**src/rtl/u2u8_pkg.sv**
```systemverilog
// Shared types, constants and UTF-8 encode helpers for the UTF-16 to UTF-8 transcoder.
package u2u8_pkg;

	localparam int unsigned UNIT_W         = 16;
	localparam int unsigned BYTE_W         = 8;
	localparam int unsigned CP_W           = 21;
	localparam int unsigned INDEX_W        = 17;
	localparam int unsigned CMD_FIFO_DEPTH = 2;

	localparam logic [UNIT_W-1:0]  MAX_CHARS_RST = 16'd256;
	localparam logic [UNIT_W-1:0]  HIGH_FIRST    = 16'hD800;
	localparam logic [UNIT_W-1:0]  HIGH_LAST     = 16'hDBFF;
	localparam logic [UNIT_W-1:0]  LOW_FIRST     = 16'hDC00;
	localparam logic [UNIT_W-1:0]  LOW_LAST      = 16'hDFFF;
	localparam logic [INDEX_W-1:0] INDEX_MAX     = '1;
	localparam logic [CP_W-1:0]    ELLIPSIS_CP   = 21'h002026;
	localparam logic [CP_W-1:0]    CP_2BYTE      = 21'h000080;
	localparam logic [CP_W-1:0]    CP_3BYTE      = 21'h000800;
	localparam logic [CP_W-1:0]    CP_4BYTE      = 21'h010000;
	localparam logic [UNIT_W-1:0]  CH_TAB        = 16'h0009;
	localparam logic [UNIT_W-1:0]  CH_LF         = 16'h000A;
	localparam logic [UNIT_W-1:0]  CH_CR         = 16'h000D;
	localparam logic [UNIT_W-1:0]  CH_SPACE      = 16'h0020;

	typedef enum logic [1:0] {
		LEN1 = 2'd0,
		LEN2 = 2'd1,
		LEN3 = 2'd2,
		LEN4 = 2'd3
	} seq_len_t;

	// One classified unit: up to two code points to encode, in order.
	typedef struct packed {
		logic             last;
		logic             two;
		logic [CP_W-1:0]  cp0;
		seq_len_t         len0;
		logic [CP_W-1:0]  cp1;
		seq_len_t         len1;
	} cmd_t;

	function automatic seq_len_t seq_len(input logic [CP_W-1:0] cp);
		seq_len_t l;
		if (cp < CP_2BYTE) begin
			l = LEN1;
		end else if (cp < CP_3BYTE) begin
			l = LEN2;
		end else if (cp < CP_4BYTE) begin
			l = LEN3;
		end else begin
			l = LEN4;
		end
		return l;
	endfunction

	function automatic logic [BYTE_W-1:0] utf8_byte(input logic [CP_W-1:0] cp,
	                                                input seq_len_t len,
	                                                input logic [1:0] pos);
		logic [BYTE_W-1:0] b;
		b = '0;
		unique case (len)
			LEN1: b = cp[7:0];
			LEN2: begin
				unique case (pos)
					2'd0:    b = {3'b110, cp[10:6]};
					default: b = {2'b10, cp[5:0]};
				endcase
			end
			LEN3: begin
				unique case (pos)
					2'd0:    b = {4'b1110, cp[15:12]};
					2'd1:    b = {2'b10, cp[11:6]};
					default: b = {2'b10, cp[5:0]};
				endcase
			end
			default: begin
				unique case (pos)
					2'd0:    b = {5'b11110, cp[20:18]};
					2'd1:    b = {2'b10, cp[17:12]};
					2'd2:    b = {2'b10, cp[11:6]};
					default: b = {2'b10, cp[5:0]};
				endcase
			end
		endcase
		return b;
	endfunction

endpackage

```
**src/rtl/u2u8_if.sv**
```systemverilog
// Channel interfaces: code unit input, byte output and max_chars write port.
interface u2u8_unit_if;
	import u2u8_pkg::*;
	logic              valid;
	logic              ready;
	logic [UNIT_W-1:0] code_unit;
	logic              is_last;
	modport source (output valid, code_unit, is_last, input ready);
	modport sink   (input valid, code_unit, is_last, output ready);
endinterface

interface u2u8_byte_if;
	import u2u8_pkg::*;
	logic              valid;
	logic              ready;
	logic [BYTE_W-1:0] out_byte;
	logic              run_last;
	logic              string_end;
	modport source (output valid, out_byte, run_last, string_end, input ready);
	modport sink   (input valid, out_byte, run_last, string_end, output ready);
endinterface

interface u2u8_cfg_if;
	import u2u8_pkg::*;
	logic              valid;
	logic              ready;
	logic [UNIT_W-1:0] data;
	modport source (output valid, data, input ready);
	modport sink   (input valid, data, output ready);
endinterface

```
**src/rtl/u2u8_front.sv**
```systemverilog
// Front end: accepts code units, tracks surrogate and index state, emits encode commands.
module u2u8_front (
	input  logic               clk,
	input  logic               arst_n,
	u2u8_unit_if.sink          unit_ch,
	u2u8_cfg_if.sink           cfg_ch,
	input  logic               cmd_full,
	output logic               cmd_push,
	output u2u8_pkg::cmd_t     cmd
);
	import u2u8_pkg::*;

	logic [UNIT_W-1:0]  max_chars_q;
	logic [UNIT_W-1:0]  held_high_q;
	logic               held_valid_q;
	logic [INDEX_W-1:0] unit_index_q;

	logic [UNIT_W-1:0]  c;
	logic [UNIT_W-1:0]  c_mapped;
	logic [INDEX_W:0]   index_p1;
	logic               kept;
	logic               next_kept;
	logic               is_high;
	logic               is_low;
	logic               pair;
	logic               hold_now;
	logic               enc_c;
	logic               ellip;
	logic               xv;
	logic [CP_W-1:0]    x_cp;
	logic [CP_W-1:0]    held_cp;
	logic               accept;

	assign c         = unit_ch.code_unit;
	assign index_p1  = {1'b0, unit_index_q} + {{INDEX_W{1'b0}}, 1'b1};
	assign kept      = unit_index_q < {1'b0, max_chars_q};
	assign next_kept = index_p1 < {2'b00, max_chars_q};
	assign is_high   = (c >= HIGH_FIRST) && (c <= HIGH_LAST);
	assign is_low    = (c >= LOW_FIRST) && (c <= LOW_LAST);
	assign pair      = held_valid_q && is_low && kept;
	assign hold_now  = kept && !pair && is_high && !unit_ch.is_last && next_kept;
	assign enc_c     = kept && !pair && !hold_now;
	assign ellip     = unit_ch.is_last && !kept;
	assign xv        = enc_c || ellip;
	assign c_mapped  = (c == CH_LF || c == CH_CR || c == CH_TAB) ? CH_SPACE : c;
	assign x_cp      = ellip ? ELLIPSIS_CP : {{(CP_W-UNIT_W){1'b0}}, c_mapped};
	assign held_cp   = pair ? (CP_4BYTE + {1'b0, held_high_q[9:0], c[9:0]})
	                        : {{(CP_W-UNIT_W){1'b0}}, held_high_q};

	always_comb begin
		cmd      = '0;
		cmd.last = unit_ch.is_last;
		if (held_valid_q) begin
			cmd.cp0  = held_cp;
			cmd.len0 = seq_len(held_cp);
			cmd.two  = xv;
			cmd.cp1  = x_cp;
			cmd.len1 = seq_len(x_cp);
		end else begin
			cmd.cp0  = x_cp;
			cmd.len0 = seq_len(x_cp);
			cmd.two  = 1'b0;
			cmd.cp1  = x_cp;
			cmd.len1 = seq_len(x_cp);
		end
	end

	assign unit_ch.ready = !cmd_full;
	assign cfg_ch.ready  = 1'b1;
	assign accept        = unit_ch.valid && unit_ch.ready;
	assign cmd_push      = accept && (held_valid_q || xv);

	always_ff @(posedge clk or negedge arst_n) begin
		if (!arst_n) begin
			max_chars_q  <= MAX_CHARS_RST;
			held_valid_q <= 1'b0;
			unit_index_q <= '0;
		end else begin
			if (cfg_ch.valid) begin
				max_chars_q <= cfg_ch.data;
			end
			if (accept) begin
				if (unit_ch.is_last) begin
					held_valid_q <= 1'b0;
					unit_index_q <= '0;
				end else begin
					held_valid_q <= hold_now;
					if (unit_index_q != INDEX_MAX) begin
						unit_index_q <= index_p1[INDEX_W-1:0];
					end
				end
			end
		end
	end

	always_ff @(posedge clk) begin
		if (accept && hold_now) begin
			held_high_q <= c;
		end
	end

endmodule

```
**src/rtl/u2u8_fifo.sv**
```systemverilog
// Small register FIFO between the front end and the byte serializer.
module u2u8_fifo #(
	parameter int unsigned WIDTH = 8,
	parameter int unsigned DEPTH = 2
) (
	input  logic             clk,
	input  logic             arst_n,
	input  logic             push,
	input  logic [WIDTH-1:0] wr_data,
	input  logic             pop,
	output logic [WIDTH-1:0] rd_data,
	output logic             full,
	output logic             empty
);
	localparam int unsigned PTR_W = (DEPTH > 1) ? $clog2(DEPTH) : 1;
	localparam int unsigned CNT_W = $clog2(DEPTH + 1);
	localparam logic [PTR_W-1:0] PTR_LAST = PTR_W'(DEPTH - 1);
	localparam logic [CNT_W-1:0] CNT_FULL = CNT_W'(DEPTH);

	logic [WIDTH-1:0] mem_q [DEPTH];
	logic [PTR_W-1:0] wr_ptr_q;
	logic [PTR_W-1:0] rd_ptr_q;
	logic [CNT_W-1:0] count_q;
	logic             do_push;
	logic             do_pop;

	assign full    = count_q == CNT_FULL;
	assign empty   = count_q == '0;
	assign do_push = push && !full;
	assign do_pop  = pop && !empty;
	assign rd_data = mem_q[rd_ptr_q];

	always_ff @(posedge clk or negedge arst_n) begin
		if (!arst_n) begin
			wr_ptr_q <= '0;
			rd_ptr_q <= '0;
			count_q  <= '0;
		end else begin
			if (do_push) begin
				wr_ptr_q <= (wr_ptr_q == PTR_LAST) ? '0 : wr_ptr_q + PTR_W'(1);
			end
			if (do_pop) begin
				rd_ptr_q <= (rd_ptr_q == PTR_LAST) ? '0 : rd_ptr_q + PTR_W'(1);
			end
			if (do_push && !do_pop) begin
				count_q <= count_q + CNT_W'(1);
			end else if (do_pop && !do_push) begin
				count_q <= count_q - CNT_W'(1);
			end
		end
	end

	always_ff @(posedge clk) begin
		if (do_push) begin
			mem_q[wr_ptr_q] <= wr_data;
		end
	end

endmodule

```
**src/rtl/u2u8_back.sv**
```systemverilog
// Back end: walks each command byte by byte into the output register.
module u2u8_back (
	input  logic               clk,
	input  logic               arst_n,
	input  u2u8_pkg::cmd_t     cmd,
	input  logic               cmd_empty,
	output logic               cmd_pop,
	u2u8_byte_if.source        byte_ch
);
	import u2u8_pkg::*;

	logic              out_valid_q;
	logic [BYTE_W-1:0] out_byte_q;
	logic              run_last_q;
	logic              string_end_q;
	logic              sym_q;
	logic [1:0]        pos_q;

	logic              advance;
	logic              take;
	logic [CP_W-1:0]   cur_cp;
	seq_len_t          cur_len;
	logic              sym_end;
	logic              cmd_end;

	assign advance = !out_valid_q || byte_ch.ready;
	assign take    = advance && !cmd_empty;
	assign cur_cp  = sym_q ? cmd.cp1 : cmd.cp0;
	assign cur_len = sym_q ? cmd.len1 : cmd.len0;
	assign sym_end = pos_q == 2'(cur_len);
	assign cmd_end = sym_end && (sym_q || !cmd.two);
	assign cmd_pop = take && cmd_end;

	always_ff @(posedge clk or negedge arst_n) begin
		if (!arst_n) begin
			out_valid_q <= 1'b0;
			sym_q       <= 1'b0;
			pos_q       <= '0;
		end else if (advance) begin
			out_valid_q <= !cmd_empty;
			if (take) begin
				if (cmd_end) begin
					sym_q <= 1'b0;
					pos_q <= '0;
				end else if (sym_end) begin
					sym_q <= 1'b1;
					pos_q <= '0;
				end else begin
					pos_q <= pos_q + 2'd1;
				end
			end
		end
	end

	always_ff @(posedge clk) begin
		if (take) begin
			out_byte_q   <= utf8_byte(cur_cp, cur_len, pos_q);
			run_last_q   <= cmd_end;
			string_end_q <= cmd_end && cmd.last;
		end
	end

	assign byte_ch.valid      = out_valid_q;
	assign byte_ch.out_byte   = out_byte_q;
	assign byte_ch.run_last   = run_last_q;
	assign byte_ch.string_end = string_end_q;

endmodule

```
**src/rtl/utf16_to_utf8_truncating_transcoder.sv**
```systemverilog
// UTF-16 to UTF-8 transcoder with truncation: top level.
// One UTF-16 code unit is taken per cycle while the command queue between the
// classifier and the byte serializer has room; the serializer emits one UTF-8
// byte per cycle while the sink is ready. A plain unit yields 1 to 3 bytes, a
// surrogate pair 4 (none while a high surrogate is held), up to 6 when a held
// surrogate is flushed alongside a unit or when the ellipsis E2 80 A6 closes a
// truncated string. The output byte register sets the sustained rate; the
// queue (FIFO_DEPTH commands) absorbs short stalls. The user writes max_chars
// (reset 256) through cfg_ch only while the block is idle; this is unchecked.
module utf16_to_utf8_truncating_transcoder #(
	parameter int unsigned FIFO_DEPTH = u2u8_pkg::CMD_FIFO_DEPTH
) (
	input  logic         clk,
	input  logic         arst_n,
	u2u8_unit_if.sink    unit_ch,
	u2u8_cfg_if.sink     cfg_ch,
	u2u8_byte_if.source  byte_ch
);
	import u2u8_pkg::*;

	cmd_t push_cmd;
	cmd_t head_cmd;
	logic cmd_push;
	logic cmd_pop;
	logic cmd_full;
	logic cmd_empty;

	u2u8_front u_front (
		.clk      (clk),
		.arst_n   (arst_n),
		.unit_ch  (unit_ch),
		.cfg_ch   (cfg_ch),
		.cmd_full (cmd_full),
		.cmd_push (cmd_push),
		.cmd      (push_cmd)
	);

	u2u8_fifo #(
		.WIDTH ($bits(cmd_t)),
		.DEPTH (FIFO_DEPTH)
	) u_fifo (
		.clk     (clk),
		.arst_n  (arst_n),
		.push    (cmd_push),
		.wr_data (push_cmd),
		.pop     (cmd_pop),
		.rd_data (head_cmd),
		.full    (cmd_full),
		.empty   (cmd_empty)
	);

	u2u8_back u_back (
		.clk       (clk),
		.arst_n    (arst_n),
		.cmd       (head_cmd),
		.cmd_empty (cmd_empty),
		.cmd_pop   (cmd_pop),
		.byte_ch   (byte_ch)
	);

endmodule

```
**src/flat_wrapper.sv**
```systemverilog
// flat-port wrapper written by rule: the top's interface ports become plain ports
module utf16_to_utf8_truncating_transcoder_flat import u2u8_pkg::*;
#(
	parameter int unsigned FIFO_DEPTH = u2u8_pkg::CMD_FIFO_DEPTH
)
  (clk, arst_n, unit_ch_valid, unit_ch_code_unit, unit_ch_is_last, unit_ch_ready, cfg_ch_valid, cfg_ch_data, cfg_ch_ready, byte_ch_valid, byte_ch_out_byte, byte_ch_run_last, byte_ch_string_end, byte_ch_ready);
  u2u8_unit_if unit_ch_i ();
  u2u8_cfg_if cfg_ch_i ();
  u2u8_byte_if byte_ch_i ();
  input  logic clk;
  input  logic arst_n;
  input wire logic [$bits(unit_ch_i.valid)-1:0] unit_ch_valid;
  input wire logic [$bits(unit_ch_i.code_unit)-1:0] unit_ch_code_unit;
  input wire logic [$bits(unit_ch_i.is_last)-1:0] unit_ch_is_last;
  output wire logic [$bits(unit_ch_i.ready)-1:0] unit_ch_ready;
  input wire logic [$bits(cfg_ch_i.valid)-1:0] cfg_ch_valid;
  input wire logic [$bits(cfg_ch_i.data)-1:0] cfg_ch_data;
  output wire logic [$bits(cfg_ch_i.ready)-1:0] cfg_ch_ready;
  output wire logic [$bits(byte_ch_i.valid)-1:0] byte_ch_valid;
  output wire logic [$bits(byte_ch_i.out_byte)-1:0] byte_ch_out_byte;
  output wire logic [$bits(byte_ch_i.run_last)-1:0] byte_ch_run_last;
  output wire logic [$bits(byte_ch_i.string_end)-1:0] byte_ch_string_end;
  input wire logic [$bits(byte_ch_i.ready)-1:0] byte_ch_ready;
  assign unit_ch_i.valid = unit_ch_valid;
  assign unit_ch_i.code_unit = unit_ch_code_unit;
  assign unit_ch_i.is_last = unit_ch_is_last;
  assign unit_ch_ready = unit_ch_i.ready;
  assign cfg_ch_i.valid = cfg_ch_valid;
  assign cfg_ch_i.data = cfg_ch_data;
  assign cfg_ch_ready = cfg_ch_i.ready;
  assign byte_ch_valid = byte_ch_i.valid;
  assign byte_ch_out_byte = byte_ch_i.out_byte;
  assign byte_ch_run_last = byte_ch_i.run_last;
  assign byte_ch_string_end = byte_ch_i.string_end;
  assign byte_ch_i.ready = byte_ch_ready;
  utf16_to_utf8_truncating_transcoder #(.FIFO_DEPTH(FIFO_DEPTH)) u_core (.clk(clk), .arst_n(arst_n), .unit_ch(unit_ch_i), .cfg_ch(cfg_ch_i), .byte_ch(byte_ch_i));
endmodule
```
**config.mk**
```make
export PLATFORM = sky130hd
export DESIGN_NAME = utf16_to_utf8_truncating_transcoder_flat
export DESIGN_NICKNAME = d
export VERILOG_FILES = /design/src/rtl/u2u8_pkg.sv /design/src/rtl/u2u8_if.sv /design/src/rtl/u2u8_front.sv /design/src/rtl/u2u8_fifo.sv /design/src/rtl/u2u8_back.sv /design/src/rtl/utf16_to_utf8_truncating_transcoder.sv /design/src/flat_wrapper.sv
export SDC_FILE = /design/constraint.sdc
export NUM_CORES = 1
export LEC_CHECK = 0
export BUFFER_PORTS_ARGS = -buffer_cell sky130_fd_sc_hd__buf_2
export CORE_MARGIN = 8
export CORE_UTILIZATION = 50
export CTS_BUF_LIST = sky130_fd_sc_hd__clkbuf_4
export DETAILED_ROUTE_END_ITERATION = 6
export GPL_ROUTABILITY_DRIVEN = 0
export PLACE_DENSITY_LB_ADDON = 0.12
export RECOVER_POWER = 50
export SETUP_SLACK_MARGIN = 0.15
export SYNTH_ARGS = -nofsm -noshare
export SYNTH_HDL_FRONTEND = slang
export SYNTH_HIERARCHICAL = 1
export SYNTH_SLANG_ARGS = --single-unit
```
**constraint.sdc**
```tcl
create_clock -name clk -period 6.12 [get_ports clk]
set_input_delay 1.53 -clock clk [delete_from_list [all_inputs] [get_ports clk]]
set_output_delay 1.53 -clock clk [all_outputs]
set_load 0.1 [all_outputs]
```
## After elaboration in Yosys (flattened, before gate mapping)

Memories as Yosys holds them, arrays and structs flattened.
Cells that the tools add are included.
W data, S select, Z words.

| operators by class | value |
|---|---|
| $lt $le $gt $ge | 12 |
| reductions and logical operators | 46 |
| muxes and demuxes | 29 |
| equal/unequal tests | 10 |
| $add $sub $neg | 7 |

Operators with widths:

| operator | count |
|---|---|
| $eq A16 B4 Y1 const B | 3 |
| $mux W47 | 1 |
| $mux W21 | 2 |
| $mux W17 | 2 |
| $ge A16 B16 Y1 const B | 2 |
| $le A16 B16 Y1 const B | 2 |
| $mux W16 | 2 |
| $pmux W8 S3 | 1 |
| $add A17 B20 Y21 const A | 1 |
| $logic_and A1 B1 Y1 | 21 |
| $lt A21 B12 Y1 const B | 1 |
| $lt A21 B17 Y1 const B | 1 |
| $lt A21 B8 Y1 const B | 1 |
| $pmux W7 S3 | 1 |
| $add A17 B1 Y18 const B | 1 |
| $lt A18 B16 Y1 | 1 |
| $mux W2 | 9 |
| $lt A16 B17 Y1 const B | 1 |
| $lt A17 B16 Y1 | 1 |
| $ne A17 B17 Y1 const B | 1 |
| $lt A16 B12 Y1 const B | 1 |
| $lt A16 B8 Y1 const B | 1 |
| $pmux W7 S2 | 1 |
| $logic_not A1 Y1 | 10 |
| 13 further kinds | 36 |

| storage, ports and cells | value |
|---|---|
| logic and storage cells | 118 |
| memories | 1 |
| output and inout bits | 13 |
| input bits | 38 |
| RAM bits | 96 |
| bits in registers | 68 |

Memories:

| name | words | bits a word | read ports | clocked after Yosys merged registers in | write ports | line | text |
|---|---|---|---|---|---|---|---|
| u_core.u_fifo.mem_q | 2 | 48 | 1 | 0 | 1 | u2u8_fifo.sv:20 | `logic [WIDTH-1:0] mem_q [DEPTH];` |

## Depth between registers and ports, before layout

| depth | value |
|---|---|
| depth in word-level cells | 19 |
| gate-level depth with buffers | 19 |
| gate-level depth less buffers | 19 |

## Modules after synthesis

Netlist, hierarchy kept.

By module, submodules not included:

| module | instances | area an instance (µm²) | seq. area each (µm²) | cells each |
|---|---|---|---|---|
| u2u8_fifo | 1 | 3706.1 | 2982.9 | 168 |
| u2u8_front | 1 | 3533.4 | 1332.5 | 394 |
| u2u8_back | 1 | 1328.8 | 400.4 | 137 |

## Worst setup path before layout

OpenSTA, ideal clock, no wires.

| timing | value |
|---|---|
| kind | register to register |
| from | reg u_core.u_front.unit_index_q[0] |
| to | mem u_core/u_fifo/mem_q[0][0] (netlist name), enable pin |
| data required time | 5.666 ns |
| library setup time | 0.454 ns |
| buffers on the path | 0 |
| setup slack | 0.843 ns |
| stages on the path, launching flop included | 16 |
| period minus slack after synthesis | 5.277 ns |
| data arrival time | 4.824 ns |
| cell sequence | dfrtp_1 > ha_1 > nand2_1 > nor2_1 > nand3_1 > nor2_1 > nand3_1 > xnor2_1 > ha_1 > nand2_1 > or3_1 > o311ai_1 > nand2b_1 > a21oi_1 > nand2_1 > nor2_1 |

| between the ends | value |
|---|---|
| longest elaborated chain between the ends | 15 |
| elaborated cells between the ends (all ways) | 19 |
| those cells by class | 1 x add/sub; 2 x order compare; 2 x mux; 14 x reduce/logical |

RTL lines:

| what | line | text |
|---|---|---|
| start, declared | u2u8_front.sv:16 | `logic [INDEX_W-1:0] unit_index_q;` |
| start signal, assigned | u2u8_front.sv:89 | `unit_index_q <= index_p1[INDEX_W-1:0];` |
| branches (longest 9 deep; another with $add A17 B1 Y18) | -- |  |
| $logic_or A1 B1 Y1 (*) | u2u8_front.sv:44 | `assign xv = enc_c \|\| ellip;` |
| $logic_or A1 B1 Y1 (*) | u2u8_front.sv:71 | `assign cmd_push = accept && (held_valid_q \|\| xv);` |
| $logic_and A1 B1 Y1 (*) | u2u8_front.sv:71 |  |
| via u_core.cmd_push | utf16_to_utf8_truncating_transcoder.sv:23 | `logic cmd_push;` |
| $logic_and A1 B1 Y1 (*) | u2u8_fifo.sv:29 | `assign do_push = push && !full;` |
| $mux W1 (*) | u2u8_fifo.sv:54 | `if (do_push) begin` |
| $mux W1 (implied by the code) (*) | u2u8_fifo.sv:55 | `mem_q[wr_ptr_q] <= wr_data;` |
| end, declared | u2u8_fifo.sv:20 |  |

Mark *: on every way through the listed nets, which the timed path passes.

==> reports/summary.log <==
INFO  min_path       timing.hold.worst.class=register to register
INFO  logic_synthesis synth_warnings=6
INFO  run            maxCapViolCount=2
INFO  worst_setup_path worst_path_largest_cell_delay=2.20ns
INFO  clocking       clk_pin_slew=0.13ns
INFO  worst_setup_path regToRegEndpoint=u_core/u_back/byte_ch.out_byte[0]
INFO  logic_synthesis yosysTopAreaCellShare=42.8%
INFO  clocking       cts_buffer_depth=2
INFO  drt            via_count=5,489
INFO  logic_synthesis mappedNetlistArea=0.00857mm^2
INFO  min_path       worstHoldStart=u_core/u_fifo/count_q[1]
INFO  timing         max_clock_freq=0.199GHz
INFO  clocking       numCtsBuffers=17
INFO  timing         setup-violations-final=0
INFO  worst_setup_path cp-start-kind=register
INFO  cells_and_area finish.utilization=53.8%
INFO  timing         rsz0062_at_grt=no
INFO  global_routing grt.overflow.total=0
INFO  global_routing grt_util_all_layers=16.8%
INFO  drt            drt_pre_antenna_iters=5
INFO  clocking       cts_post_setup_buffers_inserted=0
INFO  timing         timing_hold_violations_final=0
INFO  placement      numPortBuffers=49
INFO  timing         final_min_period_over_clock_period=82.1%
INFO  logic_synthesis average_size_of_a_mapped_cell=12.3um^2
INFO  floorplanning  start_util=50.4%
INFO  cells_and_area fin_cells=980
INFO  logic_synthesis ys_seq_elements=164
INFO  worst_setup_path r2r_start=u_core/u_fifo/rd_ptr_q
INFO  cells_and_area flow.area_growth_from_synthesis=6.70%
INFO  worst_setup_path crit_fanout=49
INFO  logic_synthesis synth-async-reset-ratio=25.6%
INFO  floorplanning  row_count=48
INFO  logic_synthesis synth_enable_flop_cells=122
INFO  timing         tightestPinTransition=3.16ns
INFO  timing         slew_headroom=-111%
INFO  power          leakagePower=3.57nW
INFO  drt            detail_routed_via_count_per_cell=5.60
INFO  worst_setup_path ff2ff_setup_slack=1.09ns
INFO  worst_setup_path crit_type=register to register
INFO  global_routing grt_first_pass_wirelength=28,600um
INFO  min_path       worstHoldPathCells=1
INFO  worst_setup_path r2r.worst_path.cells=9
INFO  clocking       insertion_delay=0.56ns
INFO  timing         timing.setup.tns=0ns
INFO  global_routing maximum_number_of_pins_on_one_net_before_global_route_repair=50
INFO  timing         finalWorstPathRequiredPeriod=5.03ns
INFO  clocking       post_cts_resized=0
INFO  cells_and_area final_layout_size_suffix_gt1_share=16.3%
INFO  drt            dr.first_iter.drc_count=406
INFO  floorplanning  dieHeight=147um
INFO  worst_setup_path worstPathArrival=5.33ns
INFO  clocking       clock_tree_from_tritoncts=built
INFO  logic_synthesis netlist_instances=699
INFO  worst_setup_path path_cells=clkbuf_1 > mux2_1 > mux2i_2 > inv_1 > ha_1 > nor2b_1 > or3_1 > a2111oi_0 > a311oi_1
INFO  clocking       cts.sinks=164
INFO  drt            number_of_routed_nets_with_antenna_violations=0
INFO  clocking       cts_max_level=4
INFO  worst_setup_path slowest_stage=sky130_fd_sc_hd__clkbuf_1
INFO  placement      detailed_place_hpwl=12,700um
INFO  drt            drc=0
INFO  placement      dp_cells=947
INFO  floorplanning  die_x=147um
INFO  drt            routed_wirelength=18,000um
INFO  cells_and_area layout_commonest_cell=sky130_fd_sc_hd__edfxtp_1
INFO  logic_synthesis yosys-top-cells-area=sky130_fd_sc_hd__edfxtp_1 (43%), sky130_fd_sc_hd__dfrtp_1 (12%), sky130_fd_sc_hd__ha_1 (6.4%)
INFO  power          worst_ir_drop_vdd=0.000353V
INFO  logic_synthesis synthFlopType=sky130_fd_sc_hd__edfxtp_1
INFO  floorplanning  design.core.area=0.0170mm^2
INFO  floorplanning  ioPinCount=51
INFO  global_routing first_global_vias=5,486
INFO  logic_synthesis seq_area_frac_synth=55.0%
INFO  logic_synthesis synth_top_area_cell=sky130_fd_sc_hd__edfxtp_1
INFO  floorplanning  die-area=0.0216mm^2
INFO  clocking       cts_root_buffer=sky130_fd_sc_hd__clkbuf_4
INFO  worst_setup_path critical_path_required=6.43ns
INFO  cells_and_area final_nets=823
INFO  worst_setup_path worst-path-buf-inv=2
INFO  logic_synthesis post_synth_num_cell_types=62
INFO  run_status     outcome=complete, but fails checks
INFO  min_path       hold_path_end=u_core/u_fifo/count_q[1]
INFO  power          power_density=404mW/mm^2
INFO  cells_and_area layout.cells.most_common_list=sky130_fd_sc_hd__edfxtp_1 (122), sky130_fd_sc_hd__nand2_1 (59), sky130_fd_sc_hd__mux2_2 (46)
INFO  global_routing number_of_antenna_violations_at_the_first_check_in_global_routing=1
INFO  clocking       holdBufCountCts=0
INFO  timing         finClkSkew=0.0225ns
INFO  cells_and_area fillers=1,452
INFO  drt            wire_length_per_cell=18.4um
INFO  worst_setup_path critical_path.top_delay_family=buffers and inverters
INFO  worst_setup_path crit_path_end_kind=register
INFO  worst_setup_path crit_start=u_core/u_fifo/rd_ptr_q
INFO  timing         report.final.slew_viol_count=93
INFO  run_status     failed_checks=max-capacitance violations, max-slew violations
per-layer routing:
layer | share of wire, % | GRT usage, % | up-vias | routed length, um
li1 | - | - | 2652 | -
met1 | 46 | 22.6 | 2666 | 8330
met2 | 45 | 25.4 | 148 | 8100
met3 | 7.0 | 4.98 | 23 | 1260
met4 | 1.7 | 6.17 | 0 | 303
met5 | 0 | 0 | - | 0
registers in the layout, indices dropped and copies added (netlist names), 2 cells and up:
register,flops
u_core/u_fifo/mem_q,96
u_core/u_front/unit_index_q,17
u_core/u_front/held_high_q,16
u_core/u_front/max_chars_q,16
u_core/u_back/byte_ch.out_byte,8
u_core/u_back/pos_q,2
u_core/u_fifo/count_q,2
where the power goes:
part           switching [mW]  internal [mW]
clock network           0.395          0.175
logic                   0.989          0.539
registers               0.115           1.48
total                    1.50           2.19
metrics by stage:
stage / setup WS [ns] / area [um^2] / hold slack [ns] / power, mW
after floorplan: 0.843 / 8580 / 0.461 / 2.83
after global placement: 1.72 / 8950 / 0.505 / 3.11
after detailed placement: 1.58 / 8950 / 0.519 / 3.14
after CTS: 1.53 / 9200 / 0.537 / 3.72
after global routing: 0.685 / 9140 / 0.574 / 3.91
final: 1.09 / 9140 / 0.531 / 3.69
how the worst max path moves through the flow:
stage | end | slack [ns] | cells after the start
5_1_grt | u_core/u_back/byte_ch.out_byte[0] | 0.68 | 9
6_report | u_core/u_back/byte_ch.out_byte[0] | 1.09 | 9
3_3_place_gp | u_core/u_fifo/mem_q[1][40] | 1.72 | 15
4_1_cts | u_core/u_fifo/mem_q[1][26] | 1.53 | 15
2_1_floorplan | u_core/u_fifo/mem_q[0][0] | 0.84 | 15
3_5_place_dp | u_core/u_fifo/mem_q[1][16] | 1.58 | 15
cell families after synthesis:
family	synth area share, %
buffers and inverters	4.02
and+or+nand+nor	10.1
other	0.0876
adders and majority gates	6.43
AOI/OAI and AO/OA	9.89
muxes	12.1
DFF	55.0
xor gates and xnor gates	2.35
Yosys cell counts, types with 14 or more instances:
library cell	count
sky130_fd_sc_hd__dfrtp_1	41
sky130_fd_sc_hd__a21oi_1	33
sky130_fd_sc_hd__clkbuf_1	17
sky130_fd_sc_hd__o21ai_0	37
sky130_fd_sc_hd__edfxtp_1	122
sky130_fd_sc_hd__nand3_1	14
sky130_fd_sc_hd__mux2i_1	26
sky130_fd_sc_hd__mux2_2	48
sky130_fd_sc_hd__and2_1	15
sky130_fd_sc_hd__nand2_1	59
sky130_fd_sc_hd__ha_1	44
sky130_fd_sc_hd__xnor2_1	14
sky130_fd_sc_hd__nor2_1	35
sky130_fd_sc_hd__inv_1	35
layout make-up:
type	instances	area (um^2)	area share, %
multi-input cells	469	3530	38.6
clock inverters	13	101	1.11
clock buffers	19	143	1.56
inverters	35	131	1.44
flip-flops and latches	164	4720	51.6
well taps	225	282	3.08
repair buffers	54	238	2.60
diodes	1	2.50	0.0274
Note: power is estimated with default switching activity, not from simulation.
